File: config.mk
export PLATFORM = sky130hd
export DESIGN_NAME = sync_length_frame_deframer_unit
export DESIGN_NICKNAME = d
export VERILOG_FILES = /design/src/sv/sld_pkg.sv /design/src/sv/sld_front.sv /design/src/sv/sld_queue.sv /design/src/sv/sld_back.sv /design/src/sv/sync_length_frame_deframer_unit.sv
export SDC_FILE = /design/constraint.sdc
export NUM_CORES = 1
export LEC_CHECK = 0
export ABC_AREA = 0
export BUFFER_PORTS_ARGS = -buffer_cell sky130_fd_sc_hd__buf_2
export CAP_MARGIN = 10
export CORE_ASPECT_RATIO = 1.25
export CORE_MARGIN = 10
export CORE_UTILIZATION = 50
export CTS_BUF_LIST = sky130_fd_sc_hd__clkbuf_4
export DETAILED_ROUTE_END_ITERATION = 6
export PLACE_DENSITY_LB_ADDON = 0.2
export SETUP_SLACK_MARGIN = 0.1
export SYNTH_ARGS = -nofsm -noshare
export SYNTH_HDL_FRONTEND = slang
export SYNTH_HIERARCHICAL = 1
export SYNTH_SLANG_ARGS = --single-unit
File: constraint.sdc
create_clock -name i_clk -period 4.2 [get_ports i_clk]
set_input_delay 0.42 -clock i_clk [delete_from_list [all_inputs] [get_ports i_clk]]
set_output_delay 0.42 -clock i_clk [all_outputs]
set_load 0.01 [all_outputs]
File: src/sv/sld_pkg.sv
// Shared types and constants of the sync and length framed byte deframer.
package sld_pkg;

    localparam int BYTE_W   = 8;
    localparam int ROLE_W   = 3;
    localparam int OFFSET_W = 17;
    localparam int LENGTH_W = 16;
    localparam int CFG_INDEX_W = 8;

    localparam int QUEUE_DEPTH_DEFAULT = 4;

    localparam logic [BYTE_W-1:0] FIRST_SYNC_RESET  = 8'hFA;
    localparam logic [BYTE_W-1:0] SECOND_SYNC_RESET = 8'h0A;

    localparam logic [CFG_INDEX_W-1:0] CFG_FIRST_SYNC  = 8'd0;
    localparam logic [CFG_INDEX_W-1:0] CFG_SECOND_SYNC = 8'd1;

    localparam logic [ROLE_W-1:0] ROLE_SYNC1   = 3'd0;
    localparam logic [ROLE_W-1:0] ROLE_SYNC2   = 3'd1;
    localparam logic [ROLE_W-1:0] ROLE_FCODE   = 3'd2;
    localparam logic [ROLE_W-1:0] ROLE_ID      = 3'd3;
    localparam logic [ROLE_W-1:0] ROLE_LENGTH  = 3'd4;
    localparam logic [ROLE_W-1:0] ROLE_PAYLOAD = 3'd5;
    localparam logic [ROLE_W-1:0] ROLE_TRAILER = 3'd6;

    typedef struct packed {
        logic [BYTE_W-1:0]   frame_byte;
        logic [ROLE_W-1:0]   byte_role;
        logic [OFFSET_W-1:0] byte_offset;
        logic                frame_last;
    } t_item;

    typedef struct packed {
        logic empty;
        logic full;
    } t_queue_status;

endpackage

File: src/sv/sld_front.sv
// Front end: accepts received bytes, tracks the frame layout and tags frame bytes.
module sld_front
    import sld_pkg::*;
(
    input  logic                i_clk,
    input  logic                i_rst_n,
    input  logic                i_rx_valid,
    output logic                o_rx_ready,
    input  logic [BYTE_W-1:0]   i_rx_byte,
    input  logic [BYTE_W-1:0]   i_first_sync,
    input  logic [BYTE_W-1:0]   i_second_sync,
    input  t_queue_status       i_status,
    output logic                o_push,
    output t_item               o_item
);

    typedef enum logic [2:0] {
        PH_SYNC1, PH_SYNC2, PH_FCODE, PH_ID, PH_LENGTH, PH_PAYLOAD, PH_TRAIL1, PH_TRAIL2
    } t_phase;

    t_phase              r_phase, n_phase;
    logic                r_pair, n_pair;
    logic [BYTE_W-1:0]   r_len_low, n_len_low;
    logic [LENGTH_W-1:0] r_remaining, n_remaining;
    logic [OFFSET_W-1:0] r_offset, n_offset;

    logic                accept;
    logic                emit;
    logic [ROLE_W-1:0]   role;
    logic                last;
    logic [OFFSET_W-1:0] cur_offset;
    logic [LENGTH_W-1:0] length_full;

    assign o_rx_ready  = !i_status.full;
    assign accept      = i_rx_valid && o_rx_ready;
    assign length_full = {i_rx_byte, r_len_low};

    always_comb begin
        n_phase     = r_phase;
        n_pair      = r_pair;
        n_len_low   = r_len_low;
        n_remaining = r_remaining;
        emit        = 1'b1;
        role        = ROLE_TRAILER;
        last        = 1'b0;
        cur_offset  = r_offset;
        case (r_phase)
            PH_SYNC1: begin
                role       = ROLE_SYNC1;
                cur_offset = '0;
                emit       = (i_rx_byte == i_first_sync);
                if (emit) begin
                    n_pair  = 1'b0;
                    n_phase = PH_SYNC2;
                end
            end
            PH_SYNC2: begin
                role = ROLE_SYNC2;
                emit = (i_rx_byte == i_second_sync);
                if (emit) begin
                    n_phase = PH_FCODE;
                end
            end
            PH_FCODE: begin
                role    = ROLE_FCODE;
                n_pair  = 1'b0;
                n_phase = PH_ID;
            end
            PH_ID: begin
                role   = ROLE_ID;
                n_pair = !r_pair;
                if (r_pair) begin
                    n_phase = PH_LENGTH;
                end
            end
            PH_LENGTH: begin
                role   = ROLE_LENGTH;
                n_pair = !r_pair;
                if (r_pair) begin
                    n_remaining = length_full;
                    n_phase     = (length_full == '0) ? PH_TRAIL1 : PH_PAYLOAD;
                end else begin
                    n_len_low = i_rx_byte;
                end
            end
            PH_PAYLOAD: begin
                role = ROLE_PAYLOAD;
                if (r_remaining <= LENGTH_W'(1)) begin
                    n_remaining = '0;
                    n_phase     = PH_TRAIL1;
                end else begin
                    n_remaining = r_remaining - LENGTH_W'(1);
                end
            end
            PH_TRAIL1: begin
                n_phase = PH_TRAIL2;
            end
            PH_TRAIL2: begin
                last    = 1'b1;
                n_pair  = 1'b0;
                n_phase = PH_SYNC1;
            end
            default: begin
                emit    = 1'b0;
                n_phase = PH_SYNC1;
            end
        endcase
        if (!emit) begin
            n_offset = r_offset;
        end else if (last) begin
            n_offset = '0;
        end else begin
            n_offset = cur_offset + OFFSET_W'(1);
        end
    end

    assign o_push             = accept && emit;
    assign o_item.frame_byte  = i_rx_byte;
    assign o_item.byte_role   = role;
    assign o_item.byte_offset = cur_offset;
    assign o_item.frame_last  = last;

    always_ff @(posedge i_clk) begin
        if (!i_rst_n) begin
            r_phase     <= PH_SYNC1;
            r_pair      <= 1'b0;
            r_len_low   <= '0;
            r_remaining <= '0;
            r_offset    <= '0;
        end else if (accept) begin
            r_phase     <= n_phase;
            r_pair      <= n_pair;
            r_len_low   <= n_len_low;
            r_remaining <= n_remaining;
            r_offset    <= n_offset;
        end
    end

endmodule

File: src/sv/sld_queue.sv
// Short first-in first-out queue of tagged frame bytes between front and back ends.
module sld_queue
    import sld_pkg::*;
#(
    parameter int DEPTH = QUEUE_DEPTH_DEFAULT
)
(
    input  logic          i_clk,
    input  logic          i_rst_n,
    input  logic          i_push,
    input  t_item         i_item,
    input  logic          i_pop,
    output t_item         o_item,
    output t_queue_status o_status
);

    localparam int PTR_W = (DEPTH > 1) ? $clog2(DEPTH) : 1;
    localparam int CNT_W = $clog2(DEPTH + 1);
    localparam logic [PTR_W-1:0] LAST_PTR = PTR_W'(DEPTH - 1);

    t_item            r_mem [DEPTH];
    logic [PTR_W-1:0] r_wr_ptr, r_rd_ptr;
    logic [CNT_W-1:0] r_count;
    logic             do_push, do_pop;

    assign o_status.empty = (r_count == '0);
    assign o_status.full  = (r_count == CNT_W'(DEPTH));
    assign do_push        = i_push && !o_status.full;
    assign do_pop         = i_pop && !o_status.empty;
    assign o_item         = r_mem[r_rd_ptr];

    always_ff @(posedge i_clk) begin
        if (do_push) begin
            r_mem[r_wr_ptr] <= i_item;
        end
    end

    always_ff @(posedge i_clk) begin
        if (!i_rst_n) begin
            r_wr_ptr <= '0;
            r_rd_ptr <= '0;
            r_count  <= '0;
        end else begin
            if (do_push) begin
                r_wr_ptr <= (r_wr_ptr == LAST_PTR) ? '0 : r_wr_ptr + PTR_W'(1);
            end
            if (do_pop) begin
                r_rd_ptr <= (r_rd_ptr == LAST_PTR) ? '0 : r_rd_ptr + PTR_W'(1);
            end
            if (do_push && !do_pop) begin
                r_count <= r_count + CNT_W'(1);
            end else if (do_pop && !do_push) begin
                r_count <= r_count - CNT_W'(1);
            end
        end
    end

endmodule

File: src/sv/sld_back.sv
// Back end: takes tagged bytes from the queue into the output register.
module sld_back
    import sld_pkg::*;
(
    input  logic          i_clk,
    input  logic          i_rst_n,
    input  t_queue_status i_status,
    input  t_item         i_item,
    output logic          o_pop,
    output logic          o_out_valid,
    input  logic          i_out_ready,
    output t_item         o_item
);

    logic  r_valid;
    t_item r_item;

    assign o_pop       = !i_status.empty && (!r_valid || i_out_ready);
    assign o_out_valid = r_valid;
    assign o_item      = r_item;

    always_ff @(posedge i_clk) begin
        if (!i_rst_n) begin
            r_valid <= 1'b0;
        end else if (o_pop) begin
            r_valid <= 1'b1;
        end else if (i_out_ready) begin
            r_valid <= 1'b0;
        end
    end

    always_ff @(posedge i_clk) begin
        if (o_pop) begin
            r_item <= i_item;
        end
    end

endmodule

File: src/sv/sync_length_frame_deframer_unit.sv
// Top level of the sync and length framed byte deframer.
//
//  Channel  Direction  Handshake                   Payload
//  rx       in         i_rx_valid / o_rx_ready     i_rx_byte
//  cfg      in         i_cfg_valid / o_cfg_ready   i_cfg_index, i_cfg_data
//  out      out        o_out_valid / i_out_ready   o_frame_byte, o_byte_role,
//                                                  o_byte_offset, o_frame_last
//
// One byte is accepted per cycle while the queue is not full; the parser tags it in
// the same cycle and writes it into the queue at the accepting edge, and it moves
// to the output register once that register is empty or being taken. Dropped bytes
// yield no output. Reset is synchronous; the sync values return to 0xFA and 0x0A. A
// stalled output fills the queue, and input is held off only once the queue is full.
module sync_length_frame_deframer_unit
    import sld_pkg::*;
#(
    parameter int QUEUE_DEPTH = QUEUE_DEPTH_DEFAULT
)
(
    input  logic                   i_clk,
    input  logic                   i_rst_n,
    input  logic                   i_rx_valid,
    output logic                   o_rx_ready,
    input  logic [BYTE_W-1:0]      i_rx_byte,
    input  logic                   i_cfg_valid,
    output logic                   o_cfg_ready,
    input  logic [CFG_INDEX_W-1:0] i_cfg_index,
    input  logic [BYTE_W-1:0]      i_cfg_data,
    output logic                   o_out_valid,
    input  logic                   i_out_ready,
    output logic [BYTE_W-1:0]      o_frame_byte,
    output logic [ROLE_W-1:0]      o_byte_role,
    output logic [OFFSET_W-1:0]    o_byte_offset,
    output logic                   o_frame_last
);

    logic [BYTE_W-1:0] r_first_sync, r_second_sync;
    logic              cfg_write;
    t_queue_status     status;
    logic              push, pop;
    t_item             push_item, queue_item, out_item;

    assign o_cfg_ready = 1'b1;
    assign cfg_write   = i_cfg_valid && o_cfg_ready;

    always_ff @(posedge i_clk) begin
        if (!i_rst_n) begin
            r_first_sync  <= FIRST_SYNC_RESET;
            r_second_sync <= SECOND_SYNC_RESET;
        end else if (cfg_write) begin
            if (i_cfg_index == CFG_FIRST_SYNC) begin
                r_first_sync <= i_cfg_data;
            end else if (i_cfg_index == CFG_SECOND_SYNC) begin
                r_second_sync <= i_cfg_data;
            end
        end
    end

    sld_front u_front (
        .i_clk         (i_clk),
        .i_rst_n       (i_rst_n),
        .i_rx_valid    (i_rx_valid),
        .o_rx_ready    (o_rx_ready),
        .i_rx_byte     (i_rx_byte),
        .i_first_sync  (r_first_sync),
        .i_second_sync (r_second_sync),
        .i_status      (status),
        .o_push        (push),
        .o_item        (push_item)
    );

    sld_queue #(
        .DEPTH (QUEUE_DEPTH)
    ) u_queue (
        .i_clk    (i_clk),
        .i_rst_n  (i_rst_n),
        .i_push   (push),
        .i_item   (push_item),
        .i_pop    (pop),
        .o_item   (queue_item),
        .o_status (status)
    );

    sld_back u_back (
        .i_clk       (i_clk),
        .i_rst_n     (i_rst_n),
        .i_status    (status),
        .i_item      (queue_item),
        .o_pop       (pop),
        .o_out_valid (o_out_valid),
        .i_out_ready (i_out_ready),
        .o_item      (out_item)
    );

    assign o_frame_byte  = out_item.frame_byte;
    assign o_byte_role   = out_item.byte_role;
    assign o_byte_offset = out_item.byte_offset;
    assign o_frame_last  = out_item.frame_last;

endmodule

Word-level counts from Yosys, hierarchy flattened
Memories as Yosys holds them, arrays and structs flattened. A register that Yosys moved wholly into a read port is not among the register bits.
Cells that the tools add are included.
- RAM bits: 116
- bits in registers: 69
- bits of input ports: 29
- memories kept: 1
- eq/ne operators: 18
- bitwise gates (word level): 2
- mux-type cells: 25
- add/sub/neg operators: 6
- reductions and logical operators: 31
- magnitude comparators: 1
- memory list (memory ; depth ; width ; read ports ; clocked after Yosys merged registers in ; wr ports ; RTL line ; source):
    u_queue.r_mem ; 4 ; 29 ; 1 ; 1 ; 1 ; sld_queue.sv:21 ; t_item r_mem [DEPTH];
- operators with widths (operator ; count):
    2-to-1 mux 17 bit ; 2
    2-to-1 mux 16 bit ; 2
    one-hot mux 16 bit (2 select lines) ; 1
    one-hot mux 3 bit (8 select lines) ; 1
    2-to-1 mux 3 bit ; 7
    one-hot mux 3 bit (6 select lines) ; 1
    adder 17 x 1 -> 17 bit (second input constant) ; 1
    == test 8 bit ; 2
    <= comparator 16 x 1 -> 1 bit (second input constant) ; 1
    logical NOT 16 bit ; 1
    subtractor 16 x 1 -> 16 bit (second input constant) ; 1
    == test 3 bit (second input constant) ; 5
    AND reduction 3 bit ; 4
    != test 2 x 1 -> 1 bit (second input constant) ; 5
    == test 8 x 1 -> 1 bit (second input constant) ; 1
    logical NOT 8 bit ; 1
    logical AND 1 bit ; 7
    == test 3 x 2 -> 1 bit (second input constant) ; 2
    logical NOT 1 bit ; 6
    logical NOT 3 bit ; 2
    2-to-1 mux 1 bit ; 6
    2-to-1 mux 2 bit ; 3
    AND reduction 6 bit ; 1
    nonzero test 2 bit ; 3
    12 further kinds ; 17

Longest topological paths before layout
Gate-level depths: netlist (run 1).
- word-level depth: 9
- mapped depth: 15
- gate-level depth less buffers: 12

Hierarchy
Netlist (run 1), hierarchy kept.
- modules (own cells, without submodules) (module ; times used ; area an instance (um2) ; seq. area each (um2) ; cells each):
    sld_queue ; 1 ; 4673.2 ; 3663.5 ; 202
    sld_front ; 1 ; 2942.8 ; 900.9 ; 387
    sld_back ; 1 ; 914.6 ; 890.9 ; 33
    sync_length_frame_deframer_unit ; 1 ; 688.2 ; 320.3 ; 72

Worst setup path after synthesis (run 1)
OpenSTA, ideal clock, no wires.
- path kind: input-to-reg
- start point: input port i_out_ready
- end point: register u_queue.r_count[2]
- arrival time: 3336 ps
- stages on the path: 9
- slack: 788 ps
- cells stage by stage: nand2b_1 nor2b_1 o31ai_1 ha_1 inv_1 fa_1 xor2_1 or3_1 a21boi_0
- cells in the longest elaborated chain, start to end: 6
- ends and longest elaborated chain (item ; RTL line ; source):
    start, declared ; sync_length_frame_deframer_unit.sv:30 ; input logic i_out_ready,
    logical OR 1 bit * ; sld_back.sv:18 ; assign o_pop = !i_status.empty && (!r_valid || i_out_ready);
    logical AND 1 bit * ; sld_back.sv:18 ;
    named net pop ; sync_length_frame_deframer_unit.sv:40 ; logic push, pop;
    logical AND 1 bit * ; sld_queue.sv:29 ; assign do_pop = i_pop && !o_status.empty;
    logical NOT 1 bit ; sld_queue.sv:50 ; if (do_push && !do_pop) begin
    logical AND 1 bit ; sld_queue.sv:50 ;
    2-to-1 mux 3 bit or nonzero test 2 bit (tied branches) ; -- ;
    end signal, assigned ; sld_queue.sv:51 ; r_count <= r_count + CNT_W'(1);
    end signal, assigned ; sld_queue.sv:53 ; r_count <= r_count - CNT_W'(1);
    end, declared ; sld_queue.sv:23 ; logic [CNT_W-1:0] r_count;
Mark *: on every way through the listed nets, which the timed path passes. The rest lies on a longest branch.
A chain may end at the register's enable or synchronous reset.

Final worst setup path (run 1)
- start point: register u_front.r_phase[0]
- end point: register u_queue.r_count[2]
- cells in the longest elaborated chain, start to end: 7
- ends and longest elaborated chain (item ; RTL line ; source):
    start, declared ; sld_front.sv:21 ; t_phase r_phase, n_phase;
    start signal, assigned ; sld_front.sv:131 ; r_phase <= n_phase;
    == test 3 x 1 -> 1 bit or logical NOT 3 bit (tied branches) ; sld_front.sv:47 ; case (r_phase)
    one-hot mux 1 bit (2 select lines) * ; sld_front.sv:47 ;
    logical AND 1 bit * ; sld_front.sv:117 ; assign o_push = accept && emit;
    named net push ; sync_length_frame_deframer_unit.sv:40 ;
    logical AND 1 bit * ; sld_queue.sv:28 ; assign do_push = i_push && !o_status.full;
    logical NOT 1 bit ; sld_queue.sv:52 ; end else if (do_pop && !do_push) begin
    logical AND 1 bit ; sld_queue.sv:52 ;
    nonzero test 2 bit (no line) ; -- ;
Marks and branches as above.

==> results of run 1 <==
==> timing repair <==
item / CTS / global route
gates resized for setup: 0 / 0
hold buffers: 6 / 0
endpoints found under the hold margin: 8 / 0
setup endpoints to repair: 0 / 0
==> metrics by stage <==
stage          cells  utilization  worst slack [ns]  hold slack, ns  cell area, um2
2_1_floorplan    694            -             0.788           0.439            9220
3_3_place_gp     948        0.532              1.05           0.453            9620
3_5_place_dp     948        0.532             0.921           0.470            9620
4_1_cts         1050        0.572              1.03         0.00782           10400
5_1_grt         1051        0.573             0.742          0.0329           10400
6_report        1051        0.573              1.01          0.0591           10400
==> synth_stat cells (8+ instances only) <==
cell type | instances | area [um2]
sky130_fd_sc_hd__nand2_1 | 60 | 225
sky130_fd_sc_hd__nor3_1 | 13 | 65.1
sky130_fd_sc_hd__mux4_2 | 28 | 631
sky130_fd_sc_hd__mux2i_1 | 17 | 170
sky130_fd_sc_hd__nor2b_1 | 11 | 68.8
sky130_fd_sc_hd__or4_1 | 11 | 82.6
sky130_fd_sc_hd__or3_1 | 10 | 62.6
sky130_fd_sc_hd__and2_1 | 22 | 138
sky130_fd_sc_hd__dfxtp_1 | 71 | 1420
sky130_fd_sc_hd__o21ai_0 | 30 | 150
sky130_fd_sc_hd__clkbuf_1 | 18 | 67.6
sky130_fd_sc_hd__nor2_1 | 28 | 105
sky130_fd_sc_hd__o31ai_1 | 8 | 60.1
sky130_fd_sc_hd__nand4_1 | 15 | 93.8
sky130_fd_sc_hd__ha_1 | 9 | 113
sky130_fd_sc_hd__buf_4 | 13 | 97.6
sky130_fd_sc_hd__buf_2 | 9 | 45.0
sky130_fd_sc_hd__edfxtp_1 | 145 | 4350
sky130_fd_sc_hd__inv_1 | 17 | 63.8
sky130_fd_sc_hd__xnor2_1 | 22 | 193
sky130_fd_sc_hd__a21oi_1 | 37 | 185
sky130_fd_sc_hd__nand3_1 | 22 | 110
==> kinds of logic (layout without fill, tap and decap cells) <==
logic type	Yosys count	after routing
AND/OR/NAND/NOR	223	223
flip-flops	216	216
AO/OA/AOI/OAI	108	108
buffers and inverters	64	192
multiplexers	46	46
XOR/XNOR	26	26
adder cells (fa/ha/maj)	10	10
other	1	2
==> flip-flops by register name (all words and copies together) (netlist names), named ones only <==
| signal | cells |
|---|---|
| u_front/r_phase | 3 |
| u_front/r_pair | 1 |
| u_front/r_len_low | 8 |
| u_back/o_out_valid | 1 |
| u_back/o_item | 29 |
| u_front/r_remaining | 16 |
| r_second_sync | 8 |
| r_first_sync | 8 |
| u_queue/r_rd_ptr | 2 |
| u_queue/r_mem | 116 |
| u_front/r_offset | 17 |
| u_queue/r_count | 3 |
| u_queue/r_wr_ptr | 2 |
==> path summary, 6_finish.rpt <==
kind                             start                    to  depth (start not counted)
setup / recovery    u_front/r_phase[0]    u_queue/r_count[2]                         11
setup reg to reg    u_front/r_phase[0]    u_queue/r_count[2]                         11
hold / removal           i_cfg_data[0]       r_first_sync[0]                          3
hold reg to reg   u_front/r_len_low[5]  u_front/r_len_low[5]                          2
==> cell type report <==
class	count	area, um2
Fill cell	1491	7730
Sequential cell	216	5780
Multi-Input combinational cell	414	3100
Clock buffer	78	586
Timing Repair Buffer	78	453
Tap cell	228	285
Clock inverter	18	95.1
Inverter	18	67.6
Antenna cell	1	2.50
==> per-layer routing <==
metal	vias to the layer above	wire length, um
met5	-	0
met4	0	483
met3	37	1140
met2	198	10500
met1	2930	7690
li1	2825	-
==> critical path: stages, from the launching register on <==
cell and delay, ns:
sky130_fd_sc_hd__dfxtp_1 0.71, sky130_fd_sc_hd__nor3_4 0.17, sky130_fd_sc_hd__o21ai_1 0.23, sky130_fd_sc_hd__nand3_1 0.16, sky130_fd_sc_hd__inv_1 0.07, sky130_fd_sc_hd__nor2b_1 0.43, sky130_fd_sc_hd__ha_1 0.27, sky130_fd_sc_hd__inv_1 0.06
sky130_fd_sc_hd__fa_1 0.37, sky130_fd_sc_hd__xor2_1 0.16, sky130_fd_sc_hd__or3_1 0.30, sky130_fd_sc_hd__a21boi_0 0.16
==> power by group through the flow <==
stage / sequential [mW] / combinational (mW) / clock [mW]
after floorplan: 2.30 / 0.0436 / 0
after global placement: 2.30 / 0.0750 / 0
after detailed placement: 2.30 / 0.0777 / 0
after CTS: 2.25 / 0.0819 / 1.77
after global routing: 2.25 / 0.0906 / 1.88
final: 2.25 / 0.0820 / 1.71
==> impl_results.md, run 1 <==
* Most frequent standard cell in the layout excluding fill and tap cells: sky130_fd_sc_hd__edfxtp_1
* Largest family of logic cells by synthesized area: simple AND/OR/NAND/NOR gates
* Top fanout value on the critical path at 17
* Share of post-route cells with drive strength above 1 at 0.240
* Clock transition at the registers of the reported paths at approximately 0.080 ns
* Number of CTS-inserted buffers at 52
* Static leakage at between 3 and 4 nW
* Max-cap viol count at 0
* Routing layer with the top usage in global route: met2
* Clock latency reported for the late side of the worst-skew pair at ~0.67 ns
* Post-synthesis sequential element count at around 220
* Core region area at ~18,000 um2
* Final setup violation count at 0
* Internal cell power at 3.19 mW
* Total negative slack for setup checks at 0 ns
* Clock root cell: sky130_fd_sc_hd__clkbuf_4
* CP arrival at approximately 3.8 ns
* Worst hold path type: in -> reg
* Detailed Route WL at between 15,000 and 20,000 um
* Worst relative slew slack at 0.234
* Number of H-tree levels at 2
* Area growth from synthesis to layout at 12.4%
* CTS tree: built
* Warnings, synthesis at 6
* Most frequent cells in the layout: sky130_fd_sc_hd__edfxtp_1 (145), sky130_fd_sc_hd__clkbuf_4 (78), sky130_fd_sc_hd__dfxtp_1 (69)
* Transition time at the pin with the least slew margin at approximately 1.1 ns
* Post-synthesis simple-gate area fraction at 0.135
* Area of the die at 24,300 um2
* Switch share at 0.211
* GR met2 Demand/Resource at 0.289
* Maximum clock rate at 313 MHz
* Number of nets in the layout at 819
* Switch Pwr at approximately 0.85 mW
* Met1 capacity usage during global routing at 0.177
* Initial DRT Pass Iterations at 6
* Time the final worst path needs with I/O delays and setup at roughly 3.2 ns
* Critical Path Source Type: register
* Routing usage on met3 at 0.0463
* Share of power burned in the clock network at 0.423
* Buffer levels on the longest clock path at 3
* Worst IR Drop VDD at 201 uV
* Vias per cell at between 5 and 6
* Run status: completed
* Post-Synth XOR/XNOR Area at 0.0247
* Adder-cell share of the synthesized area at 0.0144
* Portion of total power attributed to sequential cells at 0.557
* Netlist Area Pre-Place at just over 9000 um2
* Pin count of the biggest net entering global routing at between 50 and 60
* Remaining DRCs at 0
* Final Slew Violations at 0
* Port Buffers at 59
* PwrDens at 390 nW/um2
* Final Hold Violating Endpoints at 0
* Portion of the post-synthesis area used by sequential elements at 0.626
* Minimum setup slack among reg-to-reg paths at 1.01 ns
* Placer congestion estimate at about 0.85
* Remaining global-route overflow at 0
* Die span in y at 172 um
* Initial antenna violation count at 1
* Kind of end point of the critical path: register
* First DRT Iteration DRCs at 446
* Global-route wire length before repair at roughly 32,000 um
* Avg Synthesized Cell Area at 13.3 um2
* Post-synthesis compound-gate area fraction at 0.0707
* Post-CTS Repair Setup Buffers at 0
* Data required time of the worst path at ~4.8 ns
* Number of flops mapped to enable cells by yosys at approximately 150
* Setup repair after global routing missed its margin: false
* Mapped Cells at between 600 and 700
* Kind of critical path: reg -> reg
* Synthesized net count at 733
* Row count at 55
* Residual antenna-violating net count after detailed routing at 0
* Fraction of synthesized area in multiplexers at 0.0897
* Comb pwr share at 0.020
* Final Power at ~4 mW
* Sinks on Clock Net at about 220
* Mean routed wirelength per cell at between 15 and 20 um
* Number of distinct library cell variants in the gate-level netlist after synthesis at approximately 60
* Most used DFF post-synth: sky130_fd_sc_hd__edfxtp_1
* Initial cell density of the core at 0.509
* I/O pin total at 61
* Fin Clk Skew at about 0.042 ns
* Placed wire-length estimate after detailed placement at 12,900 um
* Floorplan die width at 141 um
* Vias post-DR at between 5,000 and 6,000
* Post-route clock period utilization at 0.760
* Share of flip-flops with an asynchronous set or reset after synthesis at 0
* Overall fraction of global-route tracks in use at 0.163
* Via count of the first global-routing pass at 6,187
Note: power is estimated with default switching activity, not from simulation.
==> run 2, diff against run 1 <==
--- a/config.mk
+++ b/config.mk
@@ -5,7 +5,7 @@
 export SDC_FILE = /design/constraint.sdc
 export NUM_CORES = 1
 export LEC_CHECK = 0
-export ABC_AREA = 0
+export ABC_AREA = 1
 export BUFFER_PORTS_ARGS = -buffer_cell sky130_fd_sc_hd__buf_2
 export CAP_MARGIN = 10
 export CORE_ASPECT_RATIO = 1.25
==> constraint.sdc (replaced) <==
create_clock -name i_clk -period 3.15 [get_ports i_clk]
set_input_delay 0.315 -clock i_clk [delete_from_list [all_inputs] [get_ports i_clk]]
set_output_delay 0.315 -clock i_clk [all_outputs]
set_load 0.01 [all_outputs]
==> run 2 against run 1 <==
Compared with the run above: clock skew shrank 0.0075 ns; routed wire length grew 8.1%; design area grew 8.6%; critical endpoint unchanged; largest power group unchanged.
==> impl_results.md, run 2 <==
* Buffer levels on the longest clock path at 3 (unchanged)
* Most used DFF post-synth: sky130_fd_sc_hd__edfxtp_1
* Via count of the first global-routing pass at 6,909 (+12%)
* Warnings, synthesis at 6 (unchanged)
* I/O pin total at 61 (unchanged)
* Port Buffers at 59 (unchanged)
* Top routing layer in use: met4
* Area of the die at 26,100 um2 (+7.3%)
* Slowest cell on the critical path: sky130_fd_sc_hd__dfxtp_1
* CP Capture Point: u_queue/r_count[2]
* Number of nets in the layout at 1,134 (+38%)
* Summed area of non-filler cells in the final layout at 11,300 um2 (+8.6%)
* Global-route wire length before repair at 34,800 um (+9.6%)
* Maximum clock rate at 377 MHz (+20%)
* Mean routed wirelength per cell at 15.3 um (-19%)
* Avg Synthesized Cell Area at 10.0 um2 (-25%)
* Cells along the critical path: nor2_4 -> nand2_8 -> inv_2 -> nand2_2 -> nand3_4 -> inv_2 -> nand2_1 -> inv_1 -> ha_1 -> inv_1 -> fa_1 -> inv_1 -> nand2_1 -> nand3_1 -> nand2_1 -> inv_1 -> nor2_1
* Kind of critical path: reg -> reg
* Worst R2R Path Depth at 17 (+6)
* Residual antenna-violating net count after detailed routing at 0 (unchanged)
* Clock transition at the registers of the reported paths at 0.07 ns (about the same)
* CTS tree: built
* Initial DRT Pass Iterations at 5 (-1)
* Vias per cell at 5.05 (-11%)
* Area growth from synthesis to layout at 12.7%
* Number of flops mapped to enable cells by yosys at 145 (unchanged)
* Sinks on Clock Net at 216 (unchanged)
* Leading cell types by total area after synthesis: sky130_fd_sc_hd__edfxtp_1 (44%), sky130_fd_sc_hd__dfxtp_1 (14%), sky130_fd_sc_hd__nand2_1 (6.4%)
* Core region area at 19,500 um2 (+8.0%)
* Final Hold Violating Endpoints at 0 (unchanged)
* Die span in y at 178 um (+3.6%)
* Vias post-DR at 7,078 (+18%)
* Slack of the critical path at 0.496 ns (-0.512 ns)
* Remaining DRCs at 0 (unchanged)
* Flip-flop count of the largest register after layout at 116 (unchanged)
* Most frequent cells in the layout: sky130_fd_sc_hd__nand2_1 (171), sky130_fd_sc_hd__edfxtp_1 (145), sky130_fd_sc_hd__nor2_1 (114)
* Worst IR Drop VDD at 418 uV (+110%)
* Kind of end point of the critical path: register
* Final Power at 8.81 mW (+120%)
* Commonest cells in the netlist: sky130_fd_sc_hd__nand2_1 (171), sky130_fd_sc_hd__edfxtp_1 (145), sky130_fd_sc_hd__nor2_1 (118)
* Placed wire-length estimate after detailed placement at 14,100 um (+8.9%)
* Synthesized net count at 1,036 (+41%)
* Time the final worst path needs with I/O delays and setup at 2.65 ns (-0.538 ns)
* Minimum setup slack among reg-to-reg paths at 0.50 ns (-0.51 ns)
* Post-synth top area share at 0.436 (-0.0366)
* Row count at 57 (+3.6%)
* Run status: completed
* Post-synthesis sequential element count at 216 (unchanged)
* First DRT Iteration DRCs at 330 (-26%)
* Most frequent standard cell in the layout excluding fill and tap cells: sky130_fd_sc_hd__nand2_1
* Static leakage at 4.25 nW (+17%)
* Clock latency reported for the late side of the worst-skew pair at 0.64 ns (-0.03 ns)
* Clock root cell: sky130_fd_sc_hd__clkbuf_4
* Worst relative slew slack at 0.438 (+0.204)
* Portion of the post-synthesis area used by sequential elements at 0.578 (-0.0486)
* Worst hold path type: in -> reg
* Max-cap viol count at 0 (unchanged)
* Top fanout value on the critical path at 26 (+9)
* Max incr delay on CP at 0.46 ns (-0.25 ns)
* Final setup violation count at 0 (unchanged)
* R2r startpoint: u_front/r_phase[0]
* Initial cell density of the core at 0.511 (+0.00203)
* Overall fraction of global-route tracks in use at 0.164 (+0.000612)
* Amount of wire on met3 after detailed routing at 1150 um (+0.70%)
* Routed met1 length at 9040 um (+18%)
* Placer congestion estimate at 0.839 (-1.1%)
* Final Slew Violations at 0 (unchanged)
* Most frequent cell after synthesis: sky130_fd_sc_hd__nand2_1
* Initial antenna violation count at 2 (+1)
* Number of H-tree levels at 2 (unchanged)
* Share of flip-flops with an asynchronous set or reset after synthesis at 0 (unchanged)
* Post-CTS Repair Setup Buffers at 0 (unchanged)
* Critical Path Source Type: register
* Number of CTS-inserted buffers at 50 (-3.8%)
* Floorplan die width at 146 um (+3.5%)
* Register ranked first by flip-flop count: u_queue/r_mem
* Share of post-route cells with drive strength above 1 at 0.227 (-0.0123)
* Library cell appearing most often on the critical path: sky130_fd_sc_hd__inv_1
* Total negative slack for setup checks at 0 ns (unchanged)
* Total length of routed met2 wires at 10,800 um (+3.2%)
* Post-route clock period utilization at 0.842 (+0.0825)
* Remaining global-route overflow at 0 (unchanged)
* Final cell utilization of the core at 0.576 (+0.00357)
* Setup repair after global routing missed its margin: false
* Fin Clk Skew at 0.0348 ns (-0.00751 ns)
* Mapped Cells at 997 (+44%)
* Worst slack at placement at 0.473 ns (-0.448 ns)
* Data required time of the worst path at 3.69 ns (-1.08 ns)
* Library cell with the largest summed area after synthesis: sky130_fd_sc_hd__edfxtp_1
* Number of distinct library cell variants in the gate-level netlist after synthesis at 39 (-36%)
* Transition time at the pin with the least slew margin at 0.840 ns (-0.307 ns)
* Worst reg2reg endpoint: u_queue/r_count[2]
* Launch point of the critical path: u_front/r_phase[0]
* CP arrival at 3.19 ns (-0.57 ns)
* Netlist Area Pre-Place at 9990 um2 (+8.4%)
* Detailed Route WL at 21,400 um (+8.1%)
* Area of placed instances at 10,400 um2 (+8.4%)
* PwrDens at 783 nW/um2 (+100%)
* Number of gates resized after CTS at 0 (unchanged)
* Pin count of the biggest net entering global routing at 59 (+1.7%)
[run 2: cell types whose count changed in the layout (fill, tap and decap cells not counted), sizes merged, moves of 22 or more]
| cell | delta |
|---|---|
| nor2 | +138 |
| nand2 | +115 |
| inv | +79 |
| o21ai | +62 |
| nand3 | +37 |
| mux4 | -29 |
| o22ai | +26 |
| and2 | -22 |
[run 2: power breakdown]
group	total, mW	switching (mW)	internal [mW]
registers	3.85	0.186	3.67
clock network	2.13	1.03	1.10
logic	2.83	1.93	0.893
[run 2: cell type report]
class,count,area (um2)
diodes,2,5.00
clock buffers,76,571
clock inverters,16,65.1
fillers,1719,8280
inverters,96,363
multi-input cells,637,3530
flip-flops and latches,216,5780
well taps,265,332
repair buffers,94,618
[run 2: per-stage QoR]
stage | std cells | hold WS, ns
floorplan | 997 | 0.435
global placement | 1289 | 0.455
detailed placement | 1289 | 0.454
CTS | 1400 | 0.0224
global route | 1401 | 0.0734
finish | 1402 | 0.0781
[run 2: worst min-delay path by stage]
stage                                end  slack (ns)            startpoint  depth (start not counted)
detailed placement  u_front/r_len_low[4]        0.45  u_front/r_len_low[4]                          2
global route             r_first_sync[5]        0.07        i_cfg_index[0]                          4
floorplan            u_queue/r_wr_ptr[0]        0.44               i_rst_n                          2
finish                   r_first_sync[1]        0.08        i_cfg_index[0]                          4
CTS                      r_first_sync[1]        0.02        i_cfg_index[0]                          4
global placement    u_front/r_len_low[4]        0.46  u_front/r_len_low[4]                          2
[run 2: critical path: cells and delay by family (launching register included)]
| family | cells | cell delay [ns] |
|---|---|---|
| adder cells (fa/ha/maj) | 2 | 0.55 |
| AND/OR/NAND/NOR | 9 | 0.93 |
| flip-flops | 1 | 0.46 |
| buffers and inverters | 6 | 0.60 |
[run 2: timing repair]
item	CTS	global route
setup endpoints to repair	0	0
endpoints found under the hold margin	49	0
hold buffers	19	0
[run 2: kinds of logic after synthesis]
| group | Yosys count | share of synthesized area |
|---|---|---|
| compound gates | 175 | 0.108 |
| xor+xnor | 28 | 0.0245 |
| fa+ha+maj | 10 | 0.0133 |
| buf+inv | 144 | 0.0710 |
| flops | 216 | 0.578 |
| other cells | 1 | 0.000375 |
| simple gates | 423 | 0.205 |
[run 2: routing by layer]
layer  up-vias  global-route usage
met5         -                   0
met4         0              0.0526
li1       3581                   -
met3        29              0.0403
met2       178               0.297
met1      3290               0.185
==> run 3, diff against run 2 <==
==> constraint.sdc (replaced) <==
create_clock -name i_clk -period 2.65 [get_ports i_clk]
set_input_delay 0.265 -clock i_clk [delete_from_list [all_inputs] [get_ports i_clk]]
set_output_delay 0.265 -clock i_clk [all_outputs]
set_load 0.01 [all_outputs]
==> run 3 against run 2 <==
Compared with the run above: via count rose by 1.6%; worst hold slack got worse by 0.026 ns; count of clock-buffer cells in the layout did not move; maximum frequency rose by 16%; critical endpoint is now u_front/r_offset[16]; clock power rose by 26%; power rose by 21%; die area did not move; clock skew fell by 0.00084 ns.
==> impl_results.md, run 3 (synthesis results as in run 2) <==
* Number of nets in the layout at 1,153 (+1.7%)
* Area of the die at 26,100 um2 (unchanged)
* Multi-input gate area in the final layout at 3530 um2 (unchanged)
* Internal cell power at 6.90 mW (+22%)
* Share of power burned in the clock network at 0.251 (+0.009)
* Post-route clock period utilization at 0.860 (+0.0173)
* Final Hold Violating Endpoints at 0 (unchanged)
* Number of buffers and inverters on the critical path at 2 (-4)
* Library cell appearing most often on the critical path: sky130_fd_sc_hd__nor2_1
* Via count of the first global-routing pass at 7,069 (+2.3%)
* Placed wire-length estimate after detailed placement at 14,300 um (+1.9%)
* Global-route wire length before repair at 35,400 um (+1.6%)
* Port Buffers at 59 (unchanged)
* Cell count along the critical path at 13 (-4)
* Area growth from synthesis to layout at 14.4%
* Mean routed wirelength per cell at 15.1 um (-0.85%)
* Total negative slack for setup checks at 0 ns (unchanged)
* Post-CTS Repair Setup Buffers at 0 (unchanged)
* Most frequent standard cell in the layout excluding fill and tap cells: sky130_fd_sc_hd__nand2_1
* Worst R2R Path Depth at 13 (-4)
* Fin Clk Skew at 0.0340 ns (-0.000843 ns)
* Pin count of the biggest net entering global routing at 59 (unchanged)
* Seq. cell area at 5780 um2 (about the same)
* Clock latency reported for the late side of the worst-skew pair at 0.65 ns (about the same)
* Initial antenna violation count at 1 (-1)
* Buffer levels on the longest clock path at 3 (unchanged)
* Number of fillers in the final layout at 1,715 (-0.23%)
* Flip-flop count of the largest register after layout at 116 (unchanged)
* Transition time at the pin with the least slew margin at 0.618 ns (-0.223 ns)
* Area of placed instances at 10,500 um2 (+0.78%)
* Sinks on Clock Net at 216 (unchanged)
* Kind of end point of the critical path: register
* Run status: completed
* Kind of critical path: reg -> reg
* CTS tree: built
* Vias post-DR at 7,190 (+1.6%)
* Overall fraction of global-route tracks in use at 0.165 (+0.00186)
* Vias per cell at 5.06 (+0.22%)
* CP arrival at 2.85 ns (-0.34 ns)
* Static leakage at 4.33 nW (+1.9%)
* Slowest cell on the critical path: sky130_fd_sc_hd__dfxtp_1
* Setup repair after global routing missed its margin: false
* Share of post-route cells with drive strength above 1 at 0.233 (+0.00559)
* Comb pwr share at 0.322 (about the same)
* R2r startpoint: u_front/r_phase[0]
* Detailed Route WL at 21,500 um (+0.50%)
* Clock transition at the registers of the reported paths at 0.07 ns (about the same)
* Post-route worst hold slack at 0.0516 ns (-0.0265 ns)
* Clock root cell: sky130_fd_sc_hd__clkbuf_4
* Depth of the worst hold-timing path at 4 (unchanged)
* PwrDens at 936 nW/um2 (+20%)
* Worst hold path type: in -> reg
* Final Power at 10.7 mW (+21%)
* Time the final worst path needs with I/O delays and setup at 2.28 ns (-0.375 ns)
* Worst IR Drop VDD at 454 uV (+8.6%)
* Switch Pwr at 3.80 mW (+21%)
* Switch share at 0.355 (-0.00219)
* Die span in y at 178 um (unchanged)
* Most frequent cells in the layout: sky130_fd_sc_hd__nand2_1 (171), sky130_fd_sc_hd__edfxtp_1 (145), sky130_fd_sc_hd__nor2_1 (114)
* First DRT Iteration DRCs at 310 (-6.1%)
* Floorplan die width at 146 um (unchanged)
* Initial cell density of the core at 0.511 (unchanged)
* Final cell utilization of the core at 0.585 (+0.00884)
* Final Slew Violations at 0 (unchanged)
* Number of H-tree levels at 2 (unchanged)
* Data required time of the worst path at 3.23 ns (-0.46 ns)
* Residual antenna-violating net count after detailed routing at 0 (unchanged)
* Initial DRT Pass Iterations at 4 (-1)
* Launch point of the critical path: u_front/r_phase[0]
* Delay-heaviest family, CP: simple AND/OR/NAND/NOR gates
* Remaining global-route overflow at 0 (unchanged)
* Core region area at 19,500 um2 (unchanged)
* Cells along the critical path: nor2_4 -> nand2_8 -> inv_2 -> nor2_1 -> ha_1 -> inv_1 -> nor2_2 -> nand2_1 -> nor2_1 -> nor2_1 -> nor2_1 -> nand2_1 -> a21oi_2
* Max-cap viol count at 0 (unchanged)
* I/O pin total at 61 (unchanged)
* Number of CTS-inserted buffers at 52 (+4.0%)
* Placer congestion estimate at 0.861 (+2.6%)
* Worst relative slew slack at 0.588 (+0.150)
* Portion of total power attributed to sequential cells at 0.427 (-0.010)
* Maximum clock rate at 439 MHz (+16%)
* Final setup violation count at 0 (unchanged)
* Remaining DRCs at 0 (unchanged)
* Worst hold path startpoint: i_cfg_index[0]
* Critical Path Source Type: register
* Max incr delay on CP at 0.48 ns (+0.02 ns)
* Register ranked first by flip-flop count: u_queue/r_mem
* Summed area of non-filler cells in the final layout at 11,400 um2 (+1.5%)
* Row count at 57 (unchanged)
* Top fanout value on the critical path at 7 (-73%)
run 3: layer usage:
metal | up-vias | wire length, um | GRT usage
met4 | 0 | 396 | 0.0614
li1 | 3635 | - | -
met5 | - | 0 | 0
met2 | 160 | 11100 | 0.300
met1 | 3365 | 9080 | 0.187
met3 | 30 | 964 | 0.0360
run 3: worst register-to-register path, delay by kind of cell, from the launching register on:
| kind | cells | cell delay, ns |
|---|---|---|
| AOI/OAI and AO/OA | 1 | 0.13 |
| and+or+nand+nor | 9 | 1.10 |
| adders and majority gates | 1 | 0.32 |
| buffers and inverters | 2 | 0.19 |
| DFF | 1 | 0.48 |
run 3: area by class of cell:
| cell class | count | area share |
|---|---|---|
| flip-flops and latches | 216 | 0.505 |
| clock buffers | 76 | 0.0499 |
| inverters | 96 | 0.0317 |
| clock inverters | 19 | 0.00865 |
| diodes | 1 | 0.000219 |
| well taps | 265 | 0.0290 |
| multi-input cells | 637 | 0.309 |
| repair buffers | 111 | 0.0665 |
run 3: repair_timing:
action | in CTS | in global routing
hold buffers | 25 | 0
gates resized for setup | 0 | 1
endpoints found under the setup margin | 0 | 1
endpoints found under the hold margin | 56 | 0
run 3: final timing paths:
path / to / slack (ns)
worst max-delay path: u_front/r_offset[16] / 0.37
worst min-delay path: r_first_sync[6] / 0.05
worst min register to register: u_front/r_len_low[4] / 0.47
worst max register to register: u_front/r_offset[16] / 0.37
run 3: metrics by stage:
| stage | setup WS (ns) | std cells |
|---|---|---|
| after floorplan | 0.0482 | 997 |
| after global placement | 0.424 | 1300 |
| after detailed placement | 0.370 | 1300 |
| after CTS | 0.363 | 1420 |
| after global routing | 0.111 | 1421 |
| final | 0.372 | 1421 |
run 3: power groups by stage:
stage               Sequential (mW)  Combinational, mW  Clock [mW]
floorplan                      4.78               2.35           0
global placement               4.65               3.44           0
detailed placement             4.65               3.47           0
CTS                            4.58               3.50        2.78
global route                   4.63               3.85        2.95
finish                         4.57               3.45        2.68
